<file path="src/design/nrle_pkg.sv">
package nrle_pkg;

    localparam int ACTIVE_PIXELS = 181;
    localparam int GRID_COLS     = 15;
    localparam int GRID_ROWS     = 13;

    localparam logic [3:0] RUN_ESCAPE  = 4'hf;
    localparam logic [4:0] RUN_BIAS    = 5'd3;
    localparam logic [3:0] FIRST_COL   = 4'h3;
    localparam logic [7:0] FRAME_LAST  = 8'(ACTIVE_PIXELS);

    typedef enum logic [2:0] {
        OP_NONE,
        OP_LITERAL,
        OP_ESCAPE,
        OP_RUN_START,
        OP_ERROR,
        OP_RUN_PIXEL
    } op_t;

    typedef struct packed {
        op_t op;
    } cmd_t;

    typedef struct packed {
        logic pending;
        logic escape;
        logic overflow;
        logic run_last;
        logic slot_free;
    } status_t;

    function automatic logic [3:0] row_first(input logic [3:0] row);
        logic [3:0] col;
        case (row)
            4'd0:       col = 4'h3;
            4'd1:       col = 4'h2;
            4'd2, 4'd3: col = 4'h1;
            default:    col = 4'h0;
        endcase
        return col;
    endfunction

    function automatic logic [3:0] row_last(input logic [3:0] row);
        logic [3:0] col;
        case (row)
            4'd0:       col = 4'hb;
            4'd1:       col = 4'hc;
            4'd2, 4'd3: col = 4'hd;
            default:    col = 4'he;
        endcase
        return col;
    endfunction

    function automatic logic [7:0] level_lut(input logic [3:0] code);
        logic [7:0] val;
        case (code)
            4'd0:    val = 8'd0;
            4'd1:    val = 8'd18;
            4'd2:    val = 8'd36;
            4'd3:    val = 8'd55;
            4'd4:    val = 8'd73;
            4'd5:    val = 8'd91;
            4'd6:    val = 8'd109;
            4'd7:    val = 8'd128;
            4'd8:    val = 8'd146;
            4'd9:    val = 8'd164;
            4'd10:   val = 8'd182;
            4'd11:   val = 8'd200;
            4'd12:   val = 8'd219;
            4'd13:   val = 8'd237;
            4'd14:   val = 8'd255;
            default: val = 8'd0;
        endcase
        return val;
    endfunction

endpackage

</file>
<file path="src/design/nrle_ctrl.sv">
module nrle_ctrl
    import nrle_pkg::*;
(
    input  logic    clk,
    input  logic    rst_n,
    input  logic    in_valid,
    output logic    in_ready,
    input  status_t status,
    output cmd_t    cmd
);

    typedef enum logic {
        ST_IDLE,
        ST_RUN
    } state_t;

    state_t state_reg;
    state_t state_next;

    always_comb
    begin
        state_next = state_reg;
        cmd.op     = OP_NONE;
        in_ready   = 1'b0;
        case (state_reg)
            ST_IDLE:
            begin
                in_ready = status.slot_free;
                if (in_valid && status.slot_free)
                begin
                    if (status.pending)
                    begin
                        if (status.overflow)
                        begin
                            cmd.op = OP_ERROR;
                        end
                        else
                        begin
                            cmd.op     = OP_RUN_START;
                            state_next = ST_RUN;
                        end
                    end
                    else if (status.escape)
                    begin
                        cmd.op = OP_ESCAPE;
                    end
                    else
                    begin
                        cmd.op = OP_LITERAL;
                    end
                end
            end
            ST_RUN:
            begin
                if (status.slot_free)
                begin
                    cmd.op = OP_RUN_PIXEL;
                    if (status.run_last)
                    begin
                        state_next = ST_IDLE;
                    end
                end
            end
            default:
            begin
                state_next = ST_IDLE;
            end
        endcase
    end

    always_ff @(posedge clk or negedge rst_n)
    begin
        if (!rst_n)
        begin
            state_reg <= ST_IDLE;
        end
        else
        begin
            state_reg <= state_next;
        end
    end

endmodule

</file>
<file path="config.mk">
export PLATFORM = sky130hd
export DESIGN_NAME = nrle_ctrl
export DESIGN_NICKNAME = d
export VERILOG_FILES = /design/src/design/nrle_pkg.sv /design/src/design/nrle_ctrl.sv
export SDC_FILE = /design/constraint.sdc
export NUM_CORES = 1
export LEC_CHECK = 0
export ABC_CLOCK_PERIOD_IN_PS = 850
export BUFFER_PORTS_ARGS = -buffer_cell sky130_fd_sc_hd__buf_4
export CORE_AREA = 5 5 42 44
export CTS_CLUSTER_SIZE = 40
export DETAILED_ROUTE_END_ITERATION = 10
export DIE_AREA = 0 0 47 49
export GPL_TIMING_DRIVEN = 1
export MAX_ROUTING_LAYER = met4
export SYNTH_ARGS = -nofsm -noshare
export SYNTH_HDL_FRONTEND = slang
export SYNTH_SLANG_ARGS = --single-unit
</file>
<file path="constraint.sdc">
create_clock -name clk -period 0.85 [get_ports clk]
set_input_delay 0.2125 -clock clk [delete_from_list [all_inputs] [get_ports clk]]
set_output_delay 0.2125 -clock clk [all_outputs]
set_load 0.02 [all_outputs]
</file>
==> impl_summary.md <==
Run status
The run finished, with violations left. The checks that failed: negative setup slack.

Run
The max-cap check violation count is 0.

Detailed routing
The routed via count divided by cell count is around 3.5. The DRC violations left is 0. For this run, the detailed router's first-pass iteration total came to 1. The average wire length per cell after detail routing is 9.79 um. For this block, the initial DRC count from the detailed router was 0. The post-route antenna net violation count is 0. The via count of the routed design is roughly 170.

The routed design has 470 um of wire.

CTS
Clock latency on the worst-skew pair, taken at its later pin, is 0 ps. Clock-pin slew was measured on the worst setup and hold paths at 0 ps.

GRT
The first global-routing pass estimated 614 um of wire. Entering global routing, the biggest net connects 6 pins. The via count of the first global-routing pass is 176. The number of antenna violations at the first check in global routing is 0. Global routing consumed, over all layers together, 3.39% of the routing resources.

For this run the aggregate overflow at the end of global routing stands at 0.

Floorplanning
The area of the core region is 1400 um^2. The floorplan step set the die height to about 50 um. The initial core utilization is slightly above 8%.

In this run the count of I/O pins placed on the die edge is 12. The die covers 2300 um^2. The die is 47 um wide. The number of placement rows is 14.

Placed design
The count of buffers from port buffering is 11. Summing all placed instances gives a cell area of roughly 270 um^2. OpenSTA, run right after detailed placement, puts the worst setup slack at -300 ps. The routability congestion estimate from global placement is 0.616.

Final layout
The number of fillers in the final layout is 168. Cells with a size suffix above 1 make up between 70% and 80% of the layout. The number of antenna diodes in the final layout is 0. The total number of nets in the final design is 42. The area added between synthesis and finish is 192%. Measured on the finished design, the core utilization comes to 24.3%. The flip-flop count of the largest register after layout is 1. The post-route standard cell area excluding fillers is around 340 um^2.

Worst hold path
The path type of the worst min-delay path is primary input to flop. Counting instances, the worst hold path has a depth of 3.

Timing
The final hold violation count came to 0. Setup repair after global routing could not meet its margin everywhere. The slew at the pin closest to its max-slew limit is around 190 ps. The smallest clock period supported by the final layout is computed as 1100 ps.

For this run, the top clock speed supported by timing is around 900 MHz. The total count of max-transition violations in the final report is 0. The worst path uses 130% of the clock period. The total of endpoints with negative setup slack in the final report is 4. The worst pin sits at a relative slew slack of 87.4%.

The post-route setup TNS is -912 ps. In the post-route analysis, the smallest setup slack over all paths is -251 ps. Between clock sinks in the finished design, the worst skew comes to 0 ps.

Synth
The number of unique standard cell types used by synthesis is 12. The synthesized netlist occupies a cell area of 116 um^2. Counting flops and latches in the post-synthesis netlist gives 1. The share of the synthesized area in the top cell type is ~22%.

Synthesis produced a netlist with a net count of 22. The most used flip-flop cell after synthesis is sky130_fd_sc_hd__dfrtp_1. The number of synthesized flops with an enable pin is 0. The synthesized instance count is 14.

The count of synthesis-stage warnings from yosys is 0. The mean cell area of the mapped netlist is between 8 and 9 um^2. Of the synthesized area, sequential elements account for 21.5%. After synthesis, the share of flip-flops with an asynchronous set or reset is 100%. Summed over all instances, the cell type with the most area after synthesis is sky130_fd_sc_hd__dfrtp_1. After synthesis, the most frequently instantiated cells are sky130_fd_sc_hd__nand2_1 (2), sky130_fd_sc_hd__nor2b_1 (2). Ranked by total cell area, the synthesized netlist is headed by sky130_fd_sc_hd__dfrtp_1 (22%), sky130_fd_sc_hd__nor2b_1 (11%), sky130_fd_sc_hd__o31ai_2 (11%).

Pwr
The total power is 0.250 mW. Power spread over the standard cell area amounts to 734 nW/um^2. The maximum vdd ir drop is 374 uV. The leakage dissipation is 0.159 nW.

Critical path
The critical path arrival is 890 ps. In this design, the stage delay of the slowest critical-path cell is 390 ps. STA puts the critical path data required time at 640 ps. The slowest stage of the critical path belongs to the cell sky130_fd_sc_hd__dfrtp_1. The worst setup path is captured at an output pin. The logic depth of the worst register-to-register path is 2. Traced cell by cell, the critical path runs through and2b_2 > o211a_4 > buf_6. The highest net fanout along the worst path is 5. STA classifies the critical path startpoint as a flop. The setup path with the least slack is of type flop to output pin.
metal layers:
layer	GRT usage [%]	wire length (um)	vias up
met2	6.79	272	6
met4	0	0	0
li1	-	-	89
met1	3.50	158	71
met3	0.369	39	0
met5	-	0	-
cells in the final DEF, fill, tap and decap left out, drive strengths merged:
cell type    synthesis  layout
nor2b                2       2
o2bb2ai              1       1
nand2                2       2
nand4b               1       1
o211a                1       1
buf                  0      17
a21bo                1       1
nor2                 1       1
and2b                1       1
o31ai                1       1
dlygate4sd3          0       1
dfrtp                1       1
a31oi                1       1
inv                  1       1
cell families after synthesis:
group / synth area share [%]
buf+inv: 3.22
flops: 21.5
compound gates: 40.9
simple gates: 34.4
final timing paths:
check	endpoint	slack, ps	from
max in group asynchronous	state_reg	240	rst_n
worst min-delay path	state_reg	490	status[1]
worst max register to register	state_reg	60	state_reg
min in group asynchronous	state_reg	530	rst_n
worst min register to register	state_reg	550	state_reg
worst max-delay path	cmd[1]	-250	state_reg
worst max-delay path, delay by kind of cell, from the launching register on:
kind | cells | cell delay, ps
buf+inv | 1 | 110
flops | 1 | 390
simple gates | 1 | 250
compound gates | 1 | 150
stage by stage:
step                instances  hold WS, ps
CTS                        46          497
floorplan                  14        -83.1
global route               48          529
global placement           45        -11.5
detailed placement         45        -10.7
finish                     48          494
area by class of cell:
class | instances | area (um^2) | area share, %
Multi-Input combinational cell | 12 | 124 | 36.4
Inverter | 1 | 3.75 | 1.10
Sequential cell | 1 | 25.0 | 7.35
Timing Repair Buffer | 18 | 168 | 49.3
Tap cell | 16 | 20.0 | 5.88
report_power, final:
part           internal, mW  total (mW)  switching (mW)
Sequential           0.0537      0.0592         0.00549
Clock                     0           0               0
Combinational         0.116       0.191          0.0749
Total                 0.169       0.250          0.0804
repair_timing:
action	CTS	global route
pin swaps	1	1
hold buffers	1	0
buffers inserted	0	2
endpoints found under the hold margin	1	0
setup endpoints to repair	4	5
gates resized for setup	9	3
No activity file was read; power rests on OpenSTA's default activity.
