==> config.mk <==
export PLATFORM = sky130hd
export DESIGN_NAME = nrle_dp
export DESIGN_NICKNAME = d
export VERILOG_FILES = /design/src/design/nrle_pkg.sv /design/src/design/nrle_dp.sv
export SDC_FILE = /design/constraint.sdc
export NUM_CORES = 1
export LEC_CHECK = 0
export ABC_AREA = 1
export BUFFER_PORTS_ARGS = -buffer_cell sky130_fd_sc_hd__buf_2
export CAP_MARGIN = 20
export CORE_ASPECT_RATIO = 1.25
export CORE_UTILIZATION = 59
export CTS_BUF_LIST = sky130_fd_sc_hd__clkbuf_16
export DETAILED_ROUTE_END_ITERATION = 12
export PLACE_DENSITY = 0.92
export SYNTH_ARGS = -nofsm -noshare
export SYNTH_HDL_FRONTEND = slang
export SYNTH_SLANG_ARGS = --single-unit
==> constraint.sdc <==
create_clock -name clk -period 2.8 [get_ports clk]
set_input_delay 0.14 -clock clk [delete_from_list [all_inputs] [get_ports clk]]
set_output_delay 0.14 -clock clk [all_outputs]
set_load 0.01 [all_outputs]
==> src/design/nrle_pkg.sv <==
package nrle_pkg;

    localparam int ACTIVE_PIXELS = 181;
    localparam int GRID_COLS     = 15;
    localparam int GRID_ROWS     = 13;

    localparam logic [3:0] RUN_ESCAPE  = 4'hf;
    localparam logic [4:0] RUN_BIAS    = 5'd3;
    localparam logic [3:0] FIRST_COL   = 4'h3;
    localparam logic [7:0] FRAME_LAST  = 8'(ACTIVE_PIXELS);

    typedef enum logic [2:0] {
        OP_NONE,
        OP_LITERAL,
        OP_ESCAPE,
        OP_RUN_START,
        OP_ERROR,
        OP_RUN_PIXEL
    } op_t;

    typedef struct packed {
        op_t op;
    } cmd_t;

    typedef struct packed {
        logic pending;
        logic escape;
        logic overflow;
        logic run_last;
        logic slot_free;
    } status_t;

    function automatic logic [3:0] row_first(input logic [3:0] row);
        logic [3:0] col;
        case (row)
            4'd0:       col = 4'h3;
            4'd1:       col = 4'h2;
            4'd2, 4'd3: col = 4'h1;
            default:    col = 4'h0;
        endcase
        return col;
    endfunction

    function automatic logic [3:0] row_last(input logic [3:0] row);
        logic [3:0] col;
        case (row)
            4'd0:       col = 4'hb;
            4'd1:       col = 4'hc;
            4'd2, 4'd3: col = 4'hd;
            default:    col = 4'he;
        endcase
        return col;
    endfunction

    function automatic logic [7:0] level_lut(input logic [3:0] code);
        logic [7:0] val;
        case (code)
            4'd0:    val = 8'd0;
            4'd1:    val = 8'd18;
            4'd2:    val = 8'd36;
            4'd3:    val = 8'd55;
            4'd4:    val = 8'd73;
            4'd5:    val = 8'd91;
            4'd6:    val = 8'd109;
            4'd7:    val = 8'd128;
            4'd8:    val = 8'd146;
            4'd9:    val = 8'd164;
            4'd10:   val = 8'd182;
            4'd11:   val = 8'd200;
            4'd12:   val = 8'd219;
            4'd13:   val = 8'd237;
            4'd14:   val = 8'd255;
            default: val = 8'd0;
        endcase
        return val;
    endfunction

endpackage

==> src/design/nrle_dp.sv <==
module nrle_dp
    import nrle_pkg::*;
(
    input  logic       clk,
    input  logic       rst_n,
    input  logic [3:0] nibble,
    input  logic       restart,
    input  cmd_t       cmd,
    output status_t    status,
    output logic       out_valid,
    input  logic       out_ready,
    output logic       kind,
    output logic [7:0] pixel_index,
    output logic [7:0] pixel_value,
    output logic       frame_done,
    output logic       last_of_run
);

    logic [7:0] count_reg, count_next;
    logic       pending_reg, pending_next;
    logic [3:0] row_reg, row_next;
    logic [3:0] col_reg, col_next;
    logic [4:0] rem_reg, rem_next;

    logic       out_valid_reg, out_valid_next;
    logic       kind_reg, kind_next;
    logic [7:0] index_reg, index_next;
    logic [7:0] value_reg, value_next;
    logic       done_reg, done_next;
    logic       last_reg, last_next;

    // position used for this cycle; restart only applies to an accepted code
    logic       use_clear;
    logic [7:0] base_count;
    logic [3:0] base_row;
    logic [3:0] base_col;

    logic [7:0] pix_index;
    logic [7:0] count_inc;
    logic       pix_done;
    logic [3:0] adv_row;
    logic [3:0] adv_col;
    logic [8:0] run_end;

    assign use_clear  = restart && (cmd.op != OP_RUN_PIXEL);
    assign base_count = use_clear ? 8'd0 : count_reg;
    assign base_row   = use_clear ? 4'd0 : row_reg;
    assign base_col   = use_clear ? FIRST_COL : col_reg;

    // row * 15 + col
    assign pix_index = ({base_row, 4'b0000} - {4'b0000, base_row}) + {4'b0000, base_col};
    assign count_inc = base_count + 8'd1;
    assign pix_done  = (count_inc >= FRAME_LAST);

    always_comb
    begin
        if (base_col >= row_last(base_row))
        begin
            adv_row = base_row + 4'd1;
            adv_col = row_first(base_row + 4'd1);
        end
        else
        begin
            adv_row = base_row;
            adv_col = base_col + 4'd1;
        end
    end

    assign run_end = {1'b0, base_count} + {5'b00000, nibble} + {4'b0000, RUN_BIAS};

    assign status.pending   = restart ? 1'b0 : pending_reg;
    assign status.escape    = (nibble == RUN_ESCAPE);
    assign status.overflow  = (run_end > {1'b0, FRAME_LAST});
    assign status.run_last  = (rem_reg == 5'd1);
    assign status.slot_free = !out_valid_reg || out_ready;

    always_comb
    begin
        count_next     = count_reg;
        pending_next   = pending_reg;
        row_next       = row_reg;
        col_next       = col_reg;
        rem_next       = rem_reg;
        out_valid_next = out_valid_reg && !out_ready;
        kind_next      = kind_reg;
        index_next     = index_reg;
        value_next     = value_reg;
        done_next      = done_reg;
        last_next      = last_reg;
        case (cmd.op)
            OP_LITERAL, OP_RUN_PIXEL:
            begin
                out_valid_next = 1'b1;
                kind_next      = 1'b0;
                index_next     = pix_index;
                value_next     = (cmd.op == OP_LITERAL) ? level_lut(nibble) : level_lut(4'd0);
                done_next      = pix_done;
                last_next      = (cmd.op == OP_LITERAL) || status.run_last || pix_done;
                pending_next   = 1'b0;
                if (cmd.op == OP_RUN_PIXEL)
                begin
                    rem_next = rem_reg - 5'd1;
                end
                if (pix_done)
                begin
                    count_next = 8'd0;
                    row_next   = 4'd0;
                    col_next   = FIRST_COL;
                end
                else
                begin
                    count_next = count_inc;
                    row_next   = adv_row;
                    col_next   = adv_col;
                end
            end
            OP_ESCAPE:
            begin
                count_next   = base_count;
                row_next     = base_row;
                col_next     = base_col;
                pending_next = 1'b1;
            end
            OP_RUN_START:
            begin
                count_next   = base_count;
                row_next     = base_row;
                col_next     = base_col;
                pending_next = 1'b0;
                rem_next     = {1'b0, nibble} + RUN_BIAS;
            end
            OP_ERROR:
            begin
                count_next     = 8'd0;
                row_next       = 4'd0;
                col_next       = FIRST_COL;
                pending_next   = 1'b0;
                out_valid_next = 1'b1;
                kind_next      = 1'b1;
                index_next     = 8'd0;
                value_next     = 8'd0;
                done_next      = 1'b0;
                last_next      = 1'b1;
            end
            default:
            begin
            end
        endcase
    end

    always_ff @(posedge clk or negedge rst_n)
    begin
        if (!rst_n)
        begin
            count_reg     <= 8'd0;
            pending_reg   <= 1'b0;
            row_reg       <= 4'd0;
            col_reg       <= FIRST_COL;
            rem_reg       <= 5'd0;
            out_valid_reg <= 1'b0;
        end
        else
        begin
            count_reg     <= count_next;
            pending_reg   <= pending_next;
            row_reg       <= row_next;
            col_reg       <= col_next;
            rem_reg       <= rem_next;
            out_valid_reg <= out_valid_next;
        end
    end

    always_ff @(posedge clk)
    begin
        kind_reg  <= kind_next;
        index_reg <= index_next;
        value_reg <= value_next;
        done_reg  <= done_next;
        last_reg  <= last_next;
    end

    assign out_valid   = out_valid_reg;
    assign kind        = kind_reg;
    assign pixel_index = index_reg;
    assign pixel_value = value_reg;
    assign frame_done  = done_reg;
    assign last_of_run = last_reg;

`ifndef ASSERT_OFF
    a_count_below_frame: assert property (@(posedge clk) disable iff (!rst_n)
        count_reg < FRAME_LAST)
        else $error("pixel count reached frame size without clearing");

    a_done_is_last: assert property (@(posedge clk) disable iff (!rst_n)
        out_valid_reg && done_reg |-> last_reg && !kind_reg)
        else $error("frame end result not marked last");

    a_error_clears: assert property (@(posedge clk) disable iff (!rst_n)
        cmd.op == OP_ERROR |=> count_reg == 8'd0 && !pending_reg && col_reg == FIRST_COL)
        else $error("run overflow left decoder state behind");

    a_run_no_overflow: assert property (@(posedge clk) disable iff (!rst_n)
        cmd.op == OP_RUN_PIXEL && !status.run_last |-> !pix_done)
        else $error("frame ended inside a run");
`endif

endmodule

==> flow_summary_export.csv <==
group,metric,value,unit
outcome,status,"completed",
critical_path,crit_start,"count_reg[3]",
pwr,peakVddDrop,318,uV
die,core,5150,sq um
routing,drtIter0Drc,362,
routing,top_layer_used,"met4",
routing,met3RoutedLength,578,um
routing,wl,7760,um
routing,drcViolationCount,0,
clock_tree,cts_tree,"built",
critical_path,cp.arrival,2.50,ns
critical_path,critPathMaxStageDelay,0.45,ns
pwr,p_total,2440,uW
synthesis,synth_edf_count,16,
synthesis,synth_area_leaders,"dfrtp_1 16%, edfxtp_1 15%, nand2_1 10%",
pwr,p_clk_share,26.4,%
routing,wl_met2,3930,um
clock_tree,htree_num_levels,2,
critical_path,cp-start-kind,"flop",
pwr,combPwrFrac,39.3,%
timing,finalCritPeriodShare,94.4,%
critical_path,cp_common_cell,"nand2_1",
pwr,power.internal,1520,uW
hold_path,hp-class,"in2reg",
routing,routedWlPerCell,14.3,um
routing,vias,3094,
clock_tree,clk_pin_slew,0.06,ns
global_route,grt_pass1_vias,2873,
timing,layout_min_cycle_time,2.64,ns
synthesis,ys_types,36,
global_route,globalRouteTotalUtil,27.9,%
timing,setup_violations,0,
timing,worst_pin_slew,0.801,ns
critical_path,crit_path_max_fanout,5,
layout,finish.utilization,70.0,%
synthesis,synth_adder_area_share,10.0,%
synthesis,yosysWarnings,0,
critical_path,cp_top_family,"simple AND/OR/NAND/NOR gates",
critical_path,worstReg2RegEnd,"col_reg[1]",
critical_path,rrSetupSlack,0.19,ns
layout,fin_cells,543,
synthesis,synthMuxAreaShare,0,%
routing,routed_via_density,5.70,
job,cap_violations,0,
synthesis,syn-num-nets,476,
placement,dpl_cell_area,3390,sq um
timing,holdWs,0.128,ns
pwr,netSwitchingPower,918,uW
placement,hpwl,5470,um
critical_path,cp-endpoint,"status[2]",
synthesis,synthSimpleGateAreaFrac,28.0,%
critical_path,crit_type,"reg2out",
synthesis,postSynthCellCount,440,
timing,relSlewSlack,46.5,%
synthesis,synthXorXnorAreaFrac,2.20,%
layout,final_area,3610,sq um
critical_path,cp-end-kind,"output pin",
critical_path,cp_cell_sequence,"nand2_4, inv_1, ha_1, ha_1, nand2_1, nand2_1, a31oi_1, or2_2, nand2_1, nand2_1, nand2_1, nand3_1, nand3_1, inv_1, buf_2",
die,start_util,61.9,%
clock_tree,cts_made_buffers,5,
pwr,p_sw_share,37.7,%
critical_path,r2r-start,"row_reg[0]",
timing,timing.fmax,378,MHz
critical_path,required,2.66,ns
synthesis,synth_area,3190,sq um
global_route,grt_overflow_total,0,
routing,antenna_left,0,
routing,m1WireLength,2990,um
layout,antennaDiodeCount,0,
clock_tree,cts.sinks,39,
global_route,antenna_found_initial,0,
placement,dp.cells,530,
synthesis,synth-compound-area-share,14.2,%
critical_path,cp_slowest_cell,"dfrtp_2",
timing,slew_violations,0,
synthesis,syn_area_per_cell,7.25,sq um
placement,gp_congestion,0.917,
die,die_area,5710,sq um
critical_path,rr_worst_depth,16,
pwr,cellLeakagePower,0.00193,uW
clock_tree,root_buffer,"clkbuf_16",
routing,drt_pass1_iterations,6,
die,fp.dieW,67.8,um
synthesis,synth_top_family_by_area,"simple AND/OR/NAND/NOR gates",
synthesis,ys.flop_type,"dfrtp_1",
global_route,grt_start_max_net_pins,30,
synthesis,synthArstFlopShare,59.0,%
clock_tree,clock_latency,0.29,ns
layout,area_delta_synth_final,13.0,%
timing,fin_worst_skew,0.00413,ns
synthesis,synth_seq_cells,39,
layout,drive_above_1_share,19.5,%
layout,final_nets,516,
synthesis,yosysTopAreaCellShare,16.5,%
clock_tree,cts_buffer_depth,2,
timing,hold_viol_final,0,
pwr,seq_power_share,34.3,%
die,num_rows,29,
global_route,grt_pass1_wl,12400,um
die,die_h,84.2,um
critical_path,path_depth,15,
synthesis,ys_seq_area_share,33.2,%
die,io_pins,36,
placement,numPortBuffers,35,
synthesis,synth_top_area_cell,"dfrtp_1",
critical_path,worst-path-buf-inv,3,
pwr,power_density,675,nW/um^2
-- metal layers --
metal | up-vias | track usage, %
met4 | 0 | 14.8
li1 | 1474 | -
met5 | - | 0
met2 | 182 | 45.6
met1 | 1407 | 33.4
met3 | 31 | 5.71
-- kinds of logic after synthesis --
group,after synthesis
and+or+nand+nor,195
buffers and inverters,94
AOI/OAI and AO/OA,79
DFF,39
adders and majority gates,25
xor gates and xnor gates,8
-- worst min-delay path by stage --
stage | start | to | slack [ns] | cells past startpoint
after floorplan | rst_n | col_reg[2] | -0.16 | 0
after global placement | rst_n | count_reg[3] | 0.16 | 1
after detailed placement | rst_n | count_reg[3] | 0.16 | 1
after CTS | out_ready | out_valid | 0.13 | 4
after global routing | out_ready | out_valid | 0.16 | 4
final | out_ready | out_valid | 0.13 | 4
-- cell usage in the layout, fill, tap and decap left out, drive strengths merged, types with 2 or more instances in the layout --
master and instances:
nand2 106, inv 83, nor2 55, buf 42
o21ai 39, a21oi 31, ha 24, dfrtp 21
nand3 20, edfxtp 16, nand4 8, clkbuf 5
nor3 4, xor2 4, xnor2 4, o211ai 3
clkinv 3, a31oi 3, dfstp 2
-- power groups by stage --
stage | logic [uW] | clock network (uW) | registers [uW]
2_1_floorplan | 675 | 0 | 842
3_3_place_gp | 854 | 0 | 831
4_1_cts | 924 | 641 | 830
3_5_place_dp | 905 | 0 | 839
6_report | 956 | 643 | 836
5_1_grt | 1070 | 672 | 847
-- metrics by stage --
stage / TNS [ns] / worst slack (ns)
floorplan: 0 / 0.480
global placement: 0 / 0.255
detailed placement: 0 / 0.169
CTS: 0 / 0.120
global route: -0.0215 / -0.0145
finish: 0 / 0.158
-- area by class of cell --
type                    instances  area (sq um)
fillers                       368          1550
clock buffers                   5           125
well taps                      62          77.6
flip-flops and latches         39          1060
clock inverters                 3          38.8
inverters                      84           315
multi-input cells             307          1750
repair buffers                 43           238
-- worst min-delay path, stage by stage --
cell and delay, ns:
buf_2 0.08, inv_1 0.03, nand2_1 0.06, nand2_1 0.06
-- synth_stat cells (all sizes together), types with 4 or more instances --
library cell / number
dfrtp: 21
nand3: 20
inv: 83
xnor2: 4
nor2: 55
nand4: 8
o21ai: 39
buf: 7
a21oi: 31
nand2: 106
edfxtp: 16
nor3: 4
xor2: 4
ha: 24
-- timing repair --
item	CTS	global route
endpoints found under the setup margin	0	1
setup buffers	0	4
endpoints found under the hold margin	21	0
resized for setup	0	4
hold buffers	1	0
(Power assumes the default switching activity.)
